File: src/hw/rtl/rtt_pkg.sv
package rtt_pkg;

    // Sizing
    localparam int NUM_TIMERS_DEF = 16;
    localparam int MAX_RESULTS    = 16;
    localparam int FIRE_CNT_W     = $clog2(MAX_RESULTS + 1);

    // Repeat count that never runs down
    localparam logic [15:0] FOREVER_COUNT = 16'hFFFF;

    // Operation codes of an input item
    typedef enum logic [1:0] {
        OP_SET  = 2'd0,
        OP_KILL = 2'd1,
        OP_TICK = 2'd2
    } t_op;

    // Event codes of a result item
    typedef enum logic [2:0] {
        EV_SET_OK    = 3'd0,
        EV_DUPLICATE = 3'd1,
        EV_FULL      = 3'd2,
        EV_KILLED    = 3'd3,
        EV_KILL_MISS = 3'd4,
        EV_FIRED     = 3'd5,
        EV_NONE_DUE  = 3'd6
    } t_event;

    // One table entry as held in the RAM
    typedef struct packed {
        logic [15:0] id;
        logic [31:0] period;
        logic [15:0] remaining;
        logic [31:0] last_fire;
    } t_entry;

    localparam int ENTRY_W = $bits(t_entry);

    // Read address source
    typedef enum logic [1:0] {
        RS_PTR = 2'd0,
        RS_UP  = 2'd1,
        RS_DN  = 2'd2
    } t_rsel;

    // Write source
    typedef enum logic [1:0] {
        WS_NONE  = 2'd0,
        WS_SHIFT = 2'd1,
        WS_NEW   = 2'd2,
        WS_BACK  = 2'd3
    } t_wsel;

    // ID source of a pending result
    typedef enum logic [1:0] {
        IDS_ITEM  = 2'd0,
        IDS_ENTRY = 2'd1,
        IDS_ZERO  = 2'd2
    } t_idsrc;

    // Controller states
    typedef enum logic [3:0] {
        S_IDLE,
        S_FIND_RD,
        S_FIND_CHK,
        S_FIND_END,
        S_UP_RD,
        S_UP_WR,
        S_DN_RD,
        S_DN_WR,
        S_TK_RD,
        S_TK_CHK,
        S_TK_END,
        S_EMIT
    } t_state;

    // Controller to datapath
    typedef struct packed {
        logic   accept;
        t_rsel  rsel;
        logic   ptr_inc;
        logic   sptr_used;
        logic   sptr_ptr;
        logic   sptr_dec;
        logic   sptr_inc;
        t_wsel  wsel;
        logic   used_inc;
        logic   used_dec;
        logic   ev_load;
        t_event ev_kind;
        t_idsrc ev_src;
        logic   ev_rm;
        logic   pend_set;
        logic   fire_inc;
        logic   out_load;
        logic   out_last;
    } t_cmd;

    // Datapath to controller
    typedef struct packed {
        logic [1:0] op;
        logic       ptr_at_used;
        logic       id_eq;
        logic       id_gt;
        logic       full;
        logic       sptr_at_ptr;
        logic       dn_last;
        logic       due;
        logic       gone;
        logic       fire_last;
        logic       pend;
        logic       out_free;
    } t_stat;

endpackage

File: src/hw/rtl/rtt_ram.sv
module rtt_ram
    import rtt_pkg::*;
#(
    parameter int WIDTH = ENTRY_W,
    parameter int DEPTH = NUM_TIMERS_DEF,
    localparam int AW   = (DEPTH > 1) ? $clog2(DEPTH) : 1
) (
    input  logic             i_clk,
    input  logic             i_we,
    input  logic [AW-1:0]    i_waddr,
    input  logic [WIDTH-1:0] i_wdata,
    input  logic [AW-1:0]    i_raddr,
    output logic [WIDTH-1:0] o_rdata
);

    logic [WIDTH-1:0] r_mem [DEPTH];
    logic [WIDTH-1:0] r_rdata;

    // One write port, one registered read port
    always_ff @(posedge i_clk) begin
        if (i_we) begin
            r_mem[i_waddr] <= i_wdata;
        end
        r_rdata <= r_mem[i_raddr];
    end

    assign o_rdata = r_rdata;

endmodule

File: src/hw/rtl/rtt_ctrl.sv
module rtt_ctrl
    import rtt_pkg::*;
(
    input  logic       i_clk,
    input  logic       i_rst_n,
    input  logic       i_in_valid,
    input  logic [1:0] i_operation,
    output logic       o_in_ready,
    input  t_stat      i_stat,
    output t_cmd       o_cmd
);

    t_state r_state;
    t_state n_state;
    t_cmd   cmd;

    // State register
    always_ff @(posedge i_clk) begin
        if (!i_rst_n) begin
            r_state <= S_IDLE;
        end else begin
            r_state <= n_state;
        end
    end

    // Next state and commands
    always_comb begin
        n_state     = r_state;
        cmd         = '0;
        cmd.rsel    = RS_PTR;
        cmd.wsel    = WS_NONE;
        cmd.ev_kind = EV_SET_OK;
        cmd.ev_src  = IDS_ITEM;
        unique case (r_state)
            S_IDLE: begin
                if (i_in_valid) begin
                    cmd.accept = 1'b1;
                    unique case (i_operation)
                        OP_SET, OP_KILL: n_state = S_FIND_RD;
                        OP_TICK:         n_state = S_TK_RD;
                        default:         n_state = S_IDLE;
                    endcase
                end
            end
            // Walk the sorted table up to the first ID not below the item's
            S_FIND_RD: begin
                n_state = i_stat.ptr_at_used ? S_FIND_END : S_FIND_CHK;
            end
            S_FIND_CHK: begin
                priority if (i_stat.id_eq) begin
                    cmd.ev_load = 1'b1;
                    if (i_stat.op == OP_SET) begin
                        cmd.ev_kind = EV_DUPLICATE;
                        n_state     = S_EMIT;
                    end else begin
                        cmd.ev_kind  = EV_KILLED;
                        cmd.sptr_ptr = 1'b1;
                        n_state      = S_DN_RD;
                    end
                end else if (i_stat.id_gt) begin
                    n_state = S_FIND_END;
                end else begin
                    cmd.ptr_inc = 1'b1;
                    n_state     = S_FIND_RD;
                end
            end
            S_FIND_END: begin
                if (i_stat.op == OP_SET) begin
                    if (i_stat.full) begin
                        cmd.ev_load = 1'b1;
                        cmd.ev_kind = EV_FULL;
                        n_state     = S_EMIT;
                    end else begin
                        cmd.sptr_used = 1'b1;
                        n_state       = S_UP_RD;
                    end
                end else begin
                    cmd.ev_load = 1'b1;
                    cmd.ev_kind = EV_KILL_MISS;
                    n_state     = S_EMIT;
                end
            end
            // Open a gap at the insert position, top entry first
            S_UP_RD: begin
                if (i_stat.sptr_at_ptr) begin
                    cmd.wsel     = WS_NEW;
                    cmd.used_inc = 1'b1;
                    cmd.ev_load  = 1'b1;
                    cmd.ev_kind  = EV_SET_OK;
                    n_state      = S_EMIT;
                end else begin
                    cmd.rsel = RS_UP;
                    n_state  = S_UP_WR;
                end
            end
            S_UP_WR: begin
                cmd.wsel     = WS_SHIFT;
                cmd.sptr_dec = 1'b1;
                n_state      = S_UP_RD;
            end
            // Close the gap of a removed entry
            S_DN_RD: begin
                if (i_stat.dn_last) begin
                    cmd.used_dec = 1'b1;
                    n_state      = S_EMIT;
                end else begin
                    cmd.rsel = RS_DN;
                    n_state  = S_DN_WR;
                end
            end
            S_DN_WR: begin
                cmd.wsel     = WS_SHIFT;
                cmd.sptr_inc = 1'b1;
                n_state      = S_DN_RD;
            end
            // Tick scan in ascending ID order
            S_TK_RD: begin
                n_state = i_stat.ptr_at_used ? S_TK_END : S_TK_CHK;
            end
            S_TK_CHK: begin
                priority if (!i_stat.due) begin
                    cmd.ptr_inc = 1'b1;
                    n_state     = S_TK_RD;
                end else if (i_stat.pend && !i_stat.out_free) begin
                    n_state = S_TK_CHK;
                end else begin
                    // earlier firing goes out now that another follows
                    cmd.out_load = i_stat.pend;
                    cmd.out_last = 1'b0;
                    cmd.ev_load  = 1'b1;
                    cmd.ev_kind  = EV_FIRED;
                    cmd.ev_src   = IDS_ENTRY;
                    cmd.ev_rm    = i_stat.gone;
                    cmd.pend_set = 1'b1;
                    cmd.fire_inc = 1'b1;
                    if (i_stat.gone) begin
                        cmd.sptr_ptr = 1'b1;
                        n_state      = S_DN_RD;
                    end else begin
                        cmd.wsel    = WS_BACK;
                        cmd.ptr_inc = 1'b1;
                        n_state     = i_stat.fire_last ? S_TK_END : S_TK_RD;
                    end
                end
            end
            S_TK_END: begin
                if (!i_stat.pend) begin
                    cmd.ev_load = 1'b1;
                    cmd.ev_kind = EV_NONE_DUE;
                    cmd.ev_src  = IDS_ZERO;
                end
                n_state = S_EMIT;
            end
            // Final result of the item
            S_EMIT: begin
                if (i_stat.out_free) begin
                    cmd.out_load = 1'b1;
                    cmd.out_last = 1'b1;
                    n_state      = S_IDLE;
                end
            end
            default: n_state = S_IDLE;
        endcase
    end

    assign o_cmd      = cmd;
    assign o_in_ready = (r_state == S_IDLE);

endmodule

File: src/hw/rtl/rtt_dpath.sv
module rtt_dpath
    import rtt_pkg::*;
#(
    parameter int NUM_TIMERS = NUM_TIMERS_DEF
) (
    input  logic        i_clk,
    input  logic        i_rst_n,
    input  logic [1:0]  i_operation,
    input  logic [15:0] i_timer_id,
    input  logic [31:0] i_period_ms,
    input  logic [15:0] i_repeat_count,
    input  logic [31:0] i_now_ms,
    input  logic        i_out_ready,
    output logic        o_out_valid,
    output logic [2:0]  o_event_kind,
    output logic [15:0] o_fired_id,
    output logic        o_removed,
    output logic        o_last_result,
    input  t_cmd        i_cmd,
    output t_stat       o_stat
);

    localparam int AW = (NUM_TIMERS > 1) ? $clog2(NUM_TIMERS) : 1;
    localparam int CW = $clog2(NUM_TIMERS + 1);

    // Latched item
    logic [1:0]  r_op;
    logic [15:0] r_id;
    logic [31:0] r_period;
    logic [15:0] r_count;
    logic [31:0] r_now;

    // Scan and shift pointers, fill count
    logic [CW-1:0] r_ptr;
    logic [CW-1:0] r_sptr;
    logic [CW-1:0] r_used;
    logic [FIRE_CNT_W-1:0] r_nfired;

    // Pending result and output register
    logic        r_pend;
    t_event      r_ev_kind;
    logic [15:0] r_ev_id;
    logic        r_ev_rm;
    logic        r_out_valid;
    t_event      r_out_kind;
    logic [15:0] r_out_id;
    logic        r_out_rm;
    logic        r_out_last;

    logic [ENTRY_W-1:0] rdata_raw;
    logic [ENTRY_W-1:0] wdata_raw;
    t_entry             rd;
    t_entry             upd;
    t_entry             fresh;
    logic [CW-1:0]      sptr_m1;
    logic [CW-1:0]      sptr_p1;
    logic [AW-1:0]      raddr;
    logic [AW-1:0]      waddr;
    logic               we;
    logic [15:0]        new_rem;
    logic [31:0]        elapsed;

    assign rd      = t_entry'(rdata_raw);
    assign sptr_m1 = r_sptr - CW'(1);
    assign sptr_p1 = r_sptr + CW'(1);

    // Fire update: count runs down unless infinite, last fire moves to now
    assign new_rem = (rd.remaining == FOREVER_COUNT) ? rd.remaining : rd.remaining - 16'd1;
    assign elapsed = r_now - rd.last_fire;

    always_comb begin
        upd.id        = rd.id;
        upd.period    = rd.period;
        upd.remaining = new_rem;
        upd.last_fire = r_now;
        fresh.id        = r_id;
        fresh.period    = r_period;
        fresh.remaining = r_count;
        fresh.last_fire = r_now;
    end

    // Read address
    always_comb begin
        unique case (i_cmd.rsel)
            RS_UP:   raddr = sptr_m1[AW-1:0];
            RS_DN:   raddr = sptr_p1[AW-1:0];
            default: raddr = r_ptr[AW-1:0];
        endcase
    end

    // Write port
    always_comb begin
        we    = (i_cmd.wsel != WS_NONE);
        waddr = (i_cmd.wsel == WS_SHIFT) ? r_sptr[AW-1:0] : r_ptr[AW-1:0];
        unique case (i_cmd.wsel)
            WS_NEW:  wdata_raw = fresh;
            WS_BACK: wdata_raw = upd;
            default: wdata_raw = rdata_raw;
        endcase
    end

    rtt_ram #(
        .WIDTH(ENTRY_W),
        .DEPTH(NUM_TIMERS)
    ) u_ram (
        .i_clk  (i_clk),
        .i_we   (we),
        .i_waddr(waddr),
        .i_wdata(wdata_raw),
        .i_raddr(raddr),
        .o_rdata(rdata_raw)
    );

    // Control registers
    always_ff @(posedge i_clk) begin
        if (!i_rst_n) begin
            r_used      <= '0;
            r_pend      <= 1'b0;
            r_nfired    <= '0;
            r_out_valid <= 1'b0;
        end else begin
            if (i_cmd.used_inc) begin
                r_used <= r_used + CW'(1);
            end else if (i_cmd.used_dec) begin
                r_used <= r_used - CW'(1);
            end
            if (i_cmd.accept) begin
                r_pend   <= 1'b0;
                r_nfired <= '0;
            end else begin
                if (i_cmd.pend_set) r_pend <= 1'b1;
                if (i_cmd.fire_inc) r_nfired <= r_nfired + FIRE_CNT_W'(1);
            end
            if (i_cmd.out_load) begin
                r_out_valid <= 1'b1;
            end else if (i_out_ready) begin
                r_out_valid <= 1'b0;
            end
        end
    end

    // Item, pointers and result payload
    always_ff @(posedge i_clk) begin
        if (i_cmd.accept) begin
            r_op     <= i_operation;
            r_id     <= i_timer_id;
            r_period <= i_period_ms;
            r_count  <= i_repeat_count;
            r_now    <= i_now_ms;
            r_ptr    <= '0;
        end else if (i_cmd.ptr_inc) begin
            r_ptr <= r_ptr + CW'(1);
        end
        priority if (i_cmd.sptr_used) begin
            r_sptr <= r_used;
        end else if (i_cmd.sptr_ptr) begin
            r_sptr <= r_ptr;
        end else if (i_cmd.sptr_dec) begin
            r_sptr <= sptr_m1;
        end else if (i_cmd.sptr_inc) begin
            r_sptr <= sptr_p1;
        end
        if (i_cmd.ev_load) begin
            r_ev_kind <= i_cmd.ev_kind;
            r_ev_rm   <= i_cmd.ev_rm;
            unique case (i_cmd.ev_src)
                IDS_ENTRY: r_ev_id <= rd.id;
                IDS_ZERO:  r_ev_id <= 16'd0;
                default:   r_ev_id <= r_id;
            endcase
        end
        if (i_cmd.out_load) begin
            r_out_kind <= r_ev_kind;
            r_out_id   <= r_ev_id;
            r_out_rm   <= r_ev_rm;
            r_out_last <= i_cmd.out_last;
        end
    end

    // Status
    always_comb begin
        o_stat.op          = r_op;
        o_stat.ptr_at_used = (r_ptr == r_used);
        o_stat.id_eq       = (rd.id == r_id);
        o_stat.id_gt       = (rd.id > r_id);
        o_stat.full        = (r_used == CW'(NUM_TIMERS));
        o_stat.sptr_at_ptr = (r_sptr == r_ptr);
        o_stat.dn_last     = (sptr_p1 == r_used);
        o_stat.due         = (elapsed >= rd.period);
        o_stat.gone        = (new_rem == 16'd0);
        o_stat.fire_last   = (r_nfired == FIRE_CNT_W'(MAX_RESULTS - 1));
        o_stat.pend        = r_pend;
        o_stat.out_free    = !r_out_valid || i_out_ready;
    end

    assign o_out_valid   = r_out_valid;
    assign o_event_kind  = r_out_kind;
    assign o_fired_id    = r_out_id;
    assign o_removed     = r_out_rm;
    assign o_last_result = r_out_last;

endmodule

File: src/hw/rtl/repeating_timer_table.sv
// Channel  Handshake                  Payload
// input    i_in_valid / o_in_ready    i_operation i_timer_id i_period_ms i_repeat_count i_now_ms
// output   o_out_valid / i_out_ready  o_event_kind o_fired_id o_removed o_last_result
//
// Entries sit in one RAM sorted by ID with a fill count; each visited entry is read, then
// checked or moved. Set or kill searches the entries below the ID, then shifts the entries
// above it; a duplicate, a full table or a miss ends after the search.
// Tick: scans the live entries in ID order; a sixteenth firing or a removal ends the scan early.
// Reset empties the table at once (fill count cleared); no clearing pass.
// One item at a time; a stalled output holds the scan, the output register frees the input.
module repeating_timer_table
    import rtt_pkg::*;
#(
    parameter int NUM_TIMERS = NUM_TIMERS_DEF
) (
    input  logic        i_clk,
    input  logic        i_rst_n,
    input  logic        i_in_valid,
    output logic        o_in_ready,
    input  logic [1:0]  i_operation,
    input  logic [15:0] i_timer_id,
    input  logic [31:0] i_period_ms,
    input  logic [15:0] i_repeat_count,
    input  logic [31:0] i_now_ms,
    output logic        o_out_valid,
    input  logic        i_out_ready,
    output logic [2:0]  o_event_kind,
    output logic [15:0] o_fired_id,
    output logic        o_removed,
    output logic        o_last_result
);

    t_cmd  cmd;
    t_stat stat;

    // Sequencer
    rtt_ctrl u_ctrl (
        .i_clk      (i_clk),
        .i_rst_n    (i_rst_n),
        .i_in_valid (i_in_valid),
        .i_operation(i_operation),
        .o_in_ready (o_in_ready),
        .i_stat     (stat),
        .o_cmd      (cmd)
    );

    // Table, pointers and output register
    rtt_dpath #(
        .NUM_TIMERS(NUM_TIMERS)
    ) u_dpath (
        .i_clk         (i_clk),
        .i_rst_n       (i_rst_n),
        .i_operation   (i_operation),
        .i_timer_id    (i_timer_id),
        .i_period_ms   (i_period_ms),
        .i_repeat_count(i_repeat_count),
        .i_now_ms      (i_now_ms),
        .i_out_ready   (i_out_ready),
        .o_out_valid   (o_out_valid),
        .o_event_kind  (o_event_kind),
        .o_fired_id    (o_fired_id),
        .o_removed     (o_removed),
        .o_last_result (o_last_result),
        .i_cmd         (cmd),
        .o_stat        (stat)
    );

endmodule

File: config.mk
export PLATFORM = sky130hd
export DESIGN_NAME = repeating_timer_table
export DESIGN_NICKNAME = d
export VERILOG_FILES = /design/src/hw/rtl/rtt_pkg.sv /design/src/hw/rtl/rtt_ram.sv /design/src/hw/rtl/rtt_ctrl.sv /design/src/hw/rtl/rtt_dpath.sv /design/src/hw/rtl/repeating_timer_table.sv
export SDC_FILE = /design/constraint.sdc
export NUM_CORES = 2
export LEC_CHECK = 0
export BUFFER_PORTS_ARGS = -buffer_cell sky130_fd_sc_hd__buf_2
export CORE_MARGIN = 4
export CORE_UTILIZATION = 44
export DETAILED_ROUTE_END_ITERATION = 8
export PLACE_DENSITY_LB_ADDON = 0.12
export SETUP_SLACK_MARGIN = 0.2
export SYNTH_ARGS = -nofsm -noshare
export SYNTH_HDL_FRONTEND = slang
export SYNTH_SLANG_ARGS = --single-unit
File: constraint.sdc
create_clock -name i_clk -period 8.7 [get_ports i_clk]
set_input_delay 1.74 -clock i_clk [delete_from_list [all_inputs] [get_ports i_clk]]
set_output_delay 1.74 -clock i_clk [all_outputs]
set_load 0.05 [all_outputs]
Yosys cells after proc, flatten, opt, wreduce, memory -nomap -nowiden
Memories as Yosys holds them, arrays and structs flattened. A register that Yosys moved wholly into a read port is not among the register bits.
Cells that the tools add are included.

storage, ports and cells
  register bits after elaboration = 165
  bits of input ports = 102
  output and inout bits = 23
  memories kept = 1
  memory bits (writable) = 1536
  logic and storage cells = 154

memory list
  name                 depth  width  read ports  clocked after Yosys merged registers in  wr ports  line           source
  u_dpath.u_ram.r_mem  16     96     1           1                                        1         rtt_ram.sv:16  logic [WIDTH-1:0] r_mem [DEPTH];

cells by class
  $add $sub $neg = 8
  reduce and logical (&&, ||, !) cells = 17
  magnitude comparators = 2
  eq/ne operators = 29
  bitwise operators = 3
  mux-type cells = 75

operators by type and width
  kind                                                  count
  one-hot mux 96 bit (2 select lines)                   1
  two-way mux 4 bit                                     16
  one-hot mux 4 bit (12 select lines)                   1
  greater-or-equal comparator 32 bit                    1
  one-hot mux 16 bit (2 select lines)                   1
  subtractor 32 bit                                     1
  two-way mux 5 bit                                     6
  two-way mux 1 bit                                     26
  two-way mux 11 bit                                    2
  adder 5 x 1 -> 5 bit (second input constant)          4
  two-way mux 2 bit                                     10
  one-hot mux 4 bit (5 select lines)                    1
  equality test 16 bit                                  1
  equality test 16 bit (second input constant)          1
  equality test 4 x 3 -> 1 bit (second input constant)  4
  equality test 4 bit (second input constant)           4
  greater-than comparator 16 bit                        1
  logical NOT 16 bit                                    1
  two-way mux 16 bit                                    1
  one-hot mux 4 bit (2 select lines)                    2
  subtractor 16 x 1 -> 16 bit (second input constant)   1
  equality test 5 bit                                   3
  one-hot mux 2 bit (2 select lines)                    3
  equality test 2 bit (second input constant)           5
  23 further kinds                                      37

Logic depth before layout (Yosys ltp)
  depth in word-level cells = 10
  depth in mapped cells = 28

Modules after synthesis
Synthesis repeated with hierarchy kept, for this count alone.

unflattened totals
  cells, all modules = 3648
  area total of the unflattened synthesis = 70513.9 µm²

modules (own cells, without submodules)
  module     instances  cells an instance  sequential area each (µm²)  area each (µm²)
  rtt_ram    1          2460               48046.1                     59359.4
  rtt_dpath  1          1089               4664.5                      10485.1
  rtt_ctrl   1          99                 80.1                        669.4

Least setup slack after synthesis
OpenSTA, ideal clock, no wires.

  path kind = register -> register
  from = register u_dpath.r_now[0]
  to = memory u_dpath.u_ram.r_mem[15][0] in the netlist's numbering (enable)
  buffers on the path = 0
  arrival time = 8.831 ns
  setup slack = -0.683 ns
  clock period less this slack = 9.383 ns
  setup time = 0.552 ns
  stages on the path, launching flop included = 23
  data required time = 8.148 ns
  cells stage by stage = edfxtp_1 -> inv_1 -> ha_1 -> inv_1 -> fa_1 -> a211oi_1 -> o21ai_0 -> or4b_2 -> nand3_1 -> a31o_2 -> a31o_2 -> a21o_1 -> a21oi_1 -> xnor2_1 -> ha_1 -> nand4_1 -> or2_2 -> or3_1 -> o22a_1 -> a21oi_1 -> a21oi_2 -> o32a_1 -> nor2_1

on the way
  cells in the longest elaborated chain, start to end = 7

ends and longest elaborated chain
  item                                     line              source
  start, declared                          rtt_dpath.sv:31   logic [31:0] r_now;
  start signal, assigned                   rtt_dpath.sv:149  r_now <= i_now_ms;
  subtractor 32 bit *                      rtt_dpath.sv:69   assign elapsed = r_now - rd.last_fire;
  greater-or-equal comparator 32 bit *     rtt_dpath.sv:189  o_stat.due = (elapsed >= rd.period);
  two-way mux 2 bit *                      rtt_ctrl.sv:121   priority if (!i_stat.due) begin
  one-hot mux 2 bit (3 select lines) *     rtt_ctrl.sv:34    unique case (r_state)
  nonzero test 2 bit                       rtt_dpath.sv:93   we = (i_cmd.wsel != WS_NONE);
  two-way mux 1 bit                        rtt_ram.sv:21     if (i_we) begin
  two-way mux 1 bit (implied by the code)  rtt_ram.sv:22     r_mem[i_waddr] <= i_wdata;
  end, declared                            rtt_ram.sv:16

Every way passes the cells marked *; elsewhere a longest branch is shown, timed or not.

Final worst setup path
  from = register u_dpath.r_now[0]
  to = memory u_dpath.u_ram.r_mem[0][45] in the netlist's numbering (enable)

The elaborated chain is that of the path after synthesis.

==> reports/qor.txt <==
Status = finished, final reports clean
Die W = 409 um
Initial core utilization = 44.2%
Routability cong. = 0.818
Vias = 36203
Clock slew at the register clock pins of the worst setup and hold paths = 0.06 ns
PD cells = 292 nW/um2
Mapped Nets = 4033
Share of layout cells above drive strength 1 = 22.7%
GRT Overall Usage = 20.7%
Post-route cell area = 81000 um2
GR Overflow Total = 0
Antenna-violating nets left = 0
Lkg Pwr = 26.2 nW
Wirelength, routed = 174000 um
Largest net degree at the start of global routing = 116
Number of CTS-inserted buffers = 186
Sequential Power Share = 46.9%
Sw frac = 27.8%
Resize count post-CTS = 0
DR WL/cell = 27.1 um
Clock Skew = 0.0386 ns
H-tree levels = 4
CTS root buf = clkbuf_16
Via-to-Cell Ratio = 5.65
Post-DP Area = 75000 um2
EDFF count, synth = 1680
Hold-fix buffers, CTS = 0
DRT iter0 DRCs = 3285
Flop2flop setup slack = 1.22 ns
Crit. End Element = flip-flop
Global-route wire length before repair = 256000 um
CTS max path bufs = 3
Maximum vdd ir drop = 0.000195 V
Logic pwr share = 20.5%
Setup WS pre-CTS = 1.34 ns
Register area share after synthesis = 74.5%
CTS tree = done
Post-route setup TNS = 0 ns
Area of the multi-input gates = 17100 um2
Vias in the first global route = 37259
Worst slew pin tran = 1.28 ns
Worst-Skew Late Latency = 0.80 ns
Achievable Freq = 134 MHz
Synth area leaders = edfxtp_1 71%, mux4_2 12%, dfxtp_1 3.3%
Part of the power in the clock network = 32.6%
DP Wirelength = 97800 um
Slew Viols, Final = 0
Clk sinks = 1797
# port buffers = 124
Critical Path AT = 7.92 ns
Antenna violations before repair = 3
Layout net count = 4289
Die area = 168000 um2
DRC = 0
Ys flop type = edfxtp_1
Req. time, crit path = 9.14 ns
Unique masters post-synth = 77
Postcts setup bufs = 0
Die height = 409 um
Critical path class = flip-flop to flip-flop
Tmin final = 7.48 ns
Final WS setup = 1.22 ns
MaxCap Viol Count = 0
Tightest Hold Check Type = flip-flop to flip-flop
Startpoint Class = flip-flop
FF+latch area = 52800 um2
Hold_ws = 0.416 ns
Number of cell rows = 147
Share of flip-flops with an asynchronous set or reset = 0%
Post-Syn Area = 70900 um2
First-pass DRT Iterations = 7
Area delta synth->final = 14.3%
Total core area = 160000 um2
Post-synth top area share = 71.2%
# fillers = 13190
Post-Syn Area per Cell = 18.5 um2
Crit path max fanout = 20
Yosys warns = 0
Post-Syn Instances = 3836
Final Cycle Share = 85.9%
#FFs+latches synth = 1797
Internal power = 17.1 mW
Final setup fails = 0
Switch Pwr = 6.59 mW
Normalized max-slew margin = 14.3%
Final Hold Fails = 0
Largest area contributor in the netlist = edfxtp_1
RSZ-0062 raised after global routing = no
IO Count = 125
cells in the final DEF, fill, tap and decap left out, types with 22 or more instances in the layout:
cell,synthesis,layout
a31oi_1,101,101
nand2_1,372,372
o21ai_1,3,29
buf_4,3,116
nor2_1,75,58
a21oi_1,56,56
clkinv_2,0,29
edfxtp_1,1680,1680
nand3_1,22,22
buf_2,33,124
xnor2_1,36,36
and2_1,102,101
clkinv_1,1,30
clkbuf_1,129,49
buf_12,0,28
inv_1,107,107
o21ai_0,136,107
a21o_1,41,41
a211oi_1,101,101
mux4_2,384,384
ha_1,93,93
dfxtp_1,117,117
clkbuf_16,0,188
clkbuf_8,0,25
xor2_1,29,29
area by class of cell:
cell class / instances / share of cell area (%)
flip-flops and latches: 1797 / 65.2
multi-input cells: 1730 / 21.1
clock buffers: 262 / 6.46
well taps: 2160 / 3.34
repair buffers: 268 / 2.53
clock inverters: 85 / 0.914
inverters: 109 / 0.505
diodes: 1 / 0.00309
synth_stat cells (22+ instances only):
cell type     n
edfxtp_1   1680
mux4_2      384
nand2_1     372
o21ai_0     136
clkbuf_1    129
dfxtp_1     117
inv_1       107
and2_1      102
a211oi_1    101
a31oi_1     101
ha_1         93
nor2_1       75
a21oi_1      56
a21o_1       41
xnor2_1      36
buf_1        33
buf_2        33
xor2_1       29
nand3_1      22
power groups by stage:
stage	Clock (mW)	Combinational, mW	Sequential (mW)
after detailed placement	0	4.92	11.3
after global placement	0	4.89	11.3
after global routing	8.30	5.37	11.1
after floorplan	0	3.24	11.1
final	7.73	4.85	11.1
after CTS	7.90	4.93	11.1
final timing paths:
path / start / end / cells after the start
max: u_dpath.r_now[0]$_DFFE_PP_ / u_dpath.u_ram.r_mem[0][45]$_DFFE_PP_ / 23
min: u_dpath.r_ev_id[0]$_DFFE_PP_ / u_dpath.o_fired_id[0]$_DFFE_PP_ / 0
max reg2reg: u_dpath.r_now[0]$_DFFE_PP_ / u_dpath.u_ram.r_mem[0][45]$_DFFE_PP_ / 23
min reg2reg: u_dpath.r_ev_id[0]$_DFFE_PP_ / u_dpath.o_fired_id[0]$_DFFE_PP_ / 0
critical path, stage by stage (launching register included):
cell and delay, ns:
edfxtp_1 0.35, inv_1 0.07, ha_1 0.18, inv_1 0.07
fa_1 0.42, a211oi_1 0.37, o21ai_0 0.19, or4b_2 0.23
nand3_1 0.18, a31o_2 0.30, a31o_2 0.29, a21o_1 0.19
a21oi_1 0.17, xnor2_1 0.09, ha_1 0.29, nand4_1 0.11
or2_2 0.32, or3_1 0.34, o22a_1 0.34, a21o_1 0.29
o21ai_4 0.36, a32oi_1 0.42, nor2_4 1.10, buf_4 0.43
stage by stage:
stage	utilization, %	std cells	total power [mW]
3_5_place_dp	46.8	6064	16.2
5_1_grt	50.5	6411	24.8
2_1_floorplan	-	3836	14.4
3_3_place_gp	46.8	6064	16.2
4_1_cts	50.5	6411	23.9
6_report	50.5	6412	23.7
kinds of logic after synthesis:
logic type      synth area share [%]
buf+inv                         1.72
fa+ha+maj                       1.70
simple gates                    4.36
mux                             12.3
compound gates                  4.64
flops                           74.5
xor+xnor                       0.803
routing by layer:
| metal | up-vias | track usage [%] | wire length, um |
|---|---|---|---|
| li1 | 15838 | - | - |
| met5 | - | 0 | 0 |
| met3 | 232 | 3.73 | 9140 |
| met2 | 1010 | 33.2 | 83700 |
| met1 | 19123 | 29.4 | 76500 |
| met4 | 0 | 5.66 | 4380 |
sequential cells by signal (all words and copies together), names as in the netlist, 4 cells and up:
name,count
u_dpath.r_ev_id,16
u_dpath.u_ram.r_mem,1536
u_dpath.r_used,5
u_dpath.u_ram.o_rdata,96
u_dpath.o_fired_id,16
u_dpath.r_period,32
u_dpath.r_ptr,5
u_ctrl.r_state,4
u_dpath.r_sptr,5
u_dpath.r_now,32
u_dpath.r_nfired,5
u_dpath.r_id,16
u_dpath.r_count,16
Power figures use the tool's default switching activity.
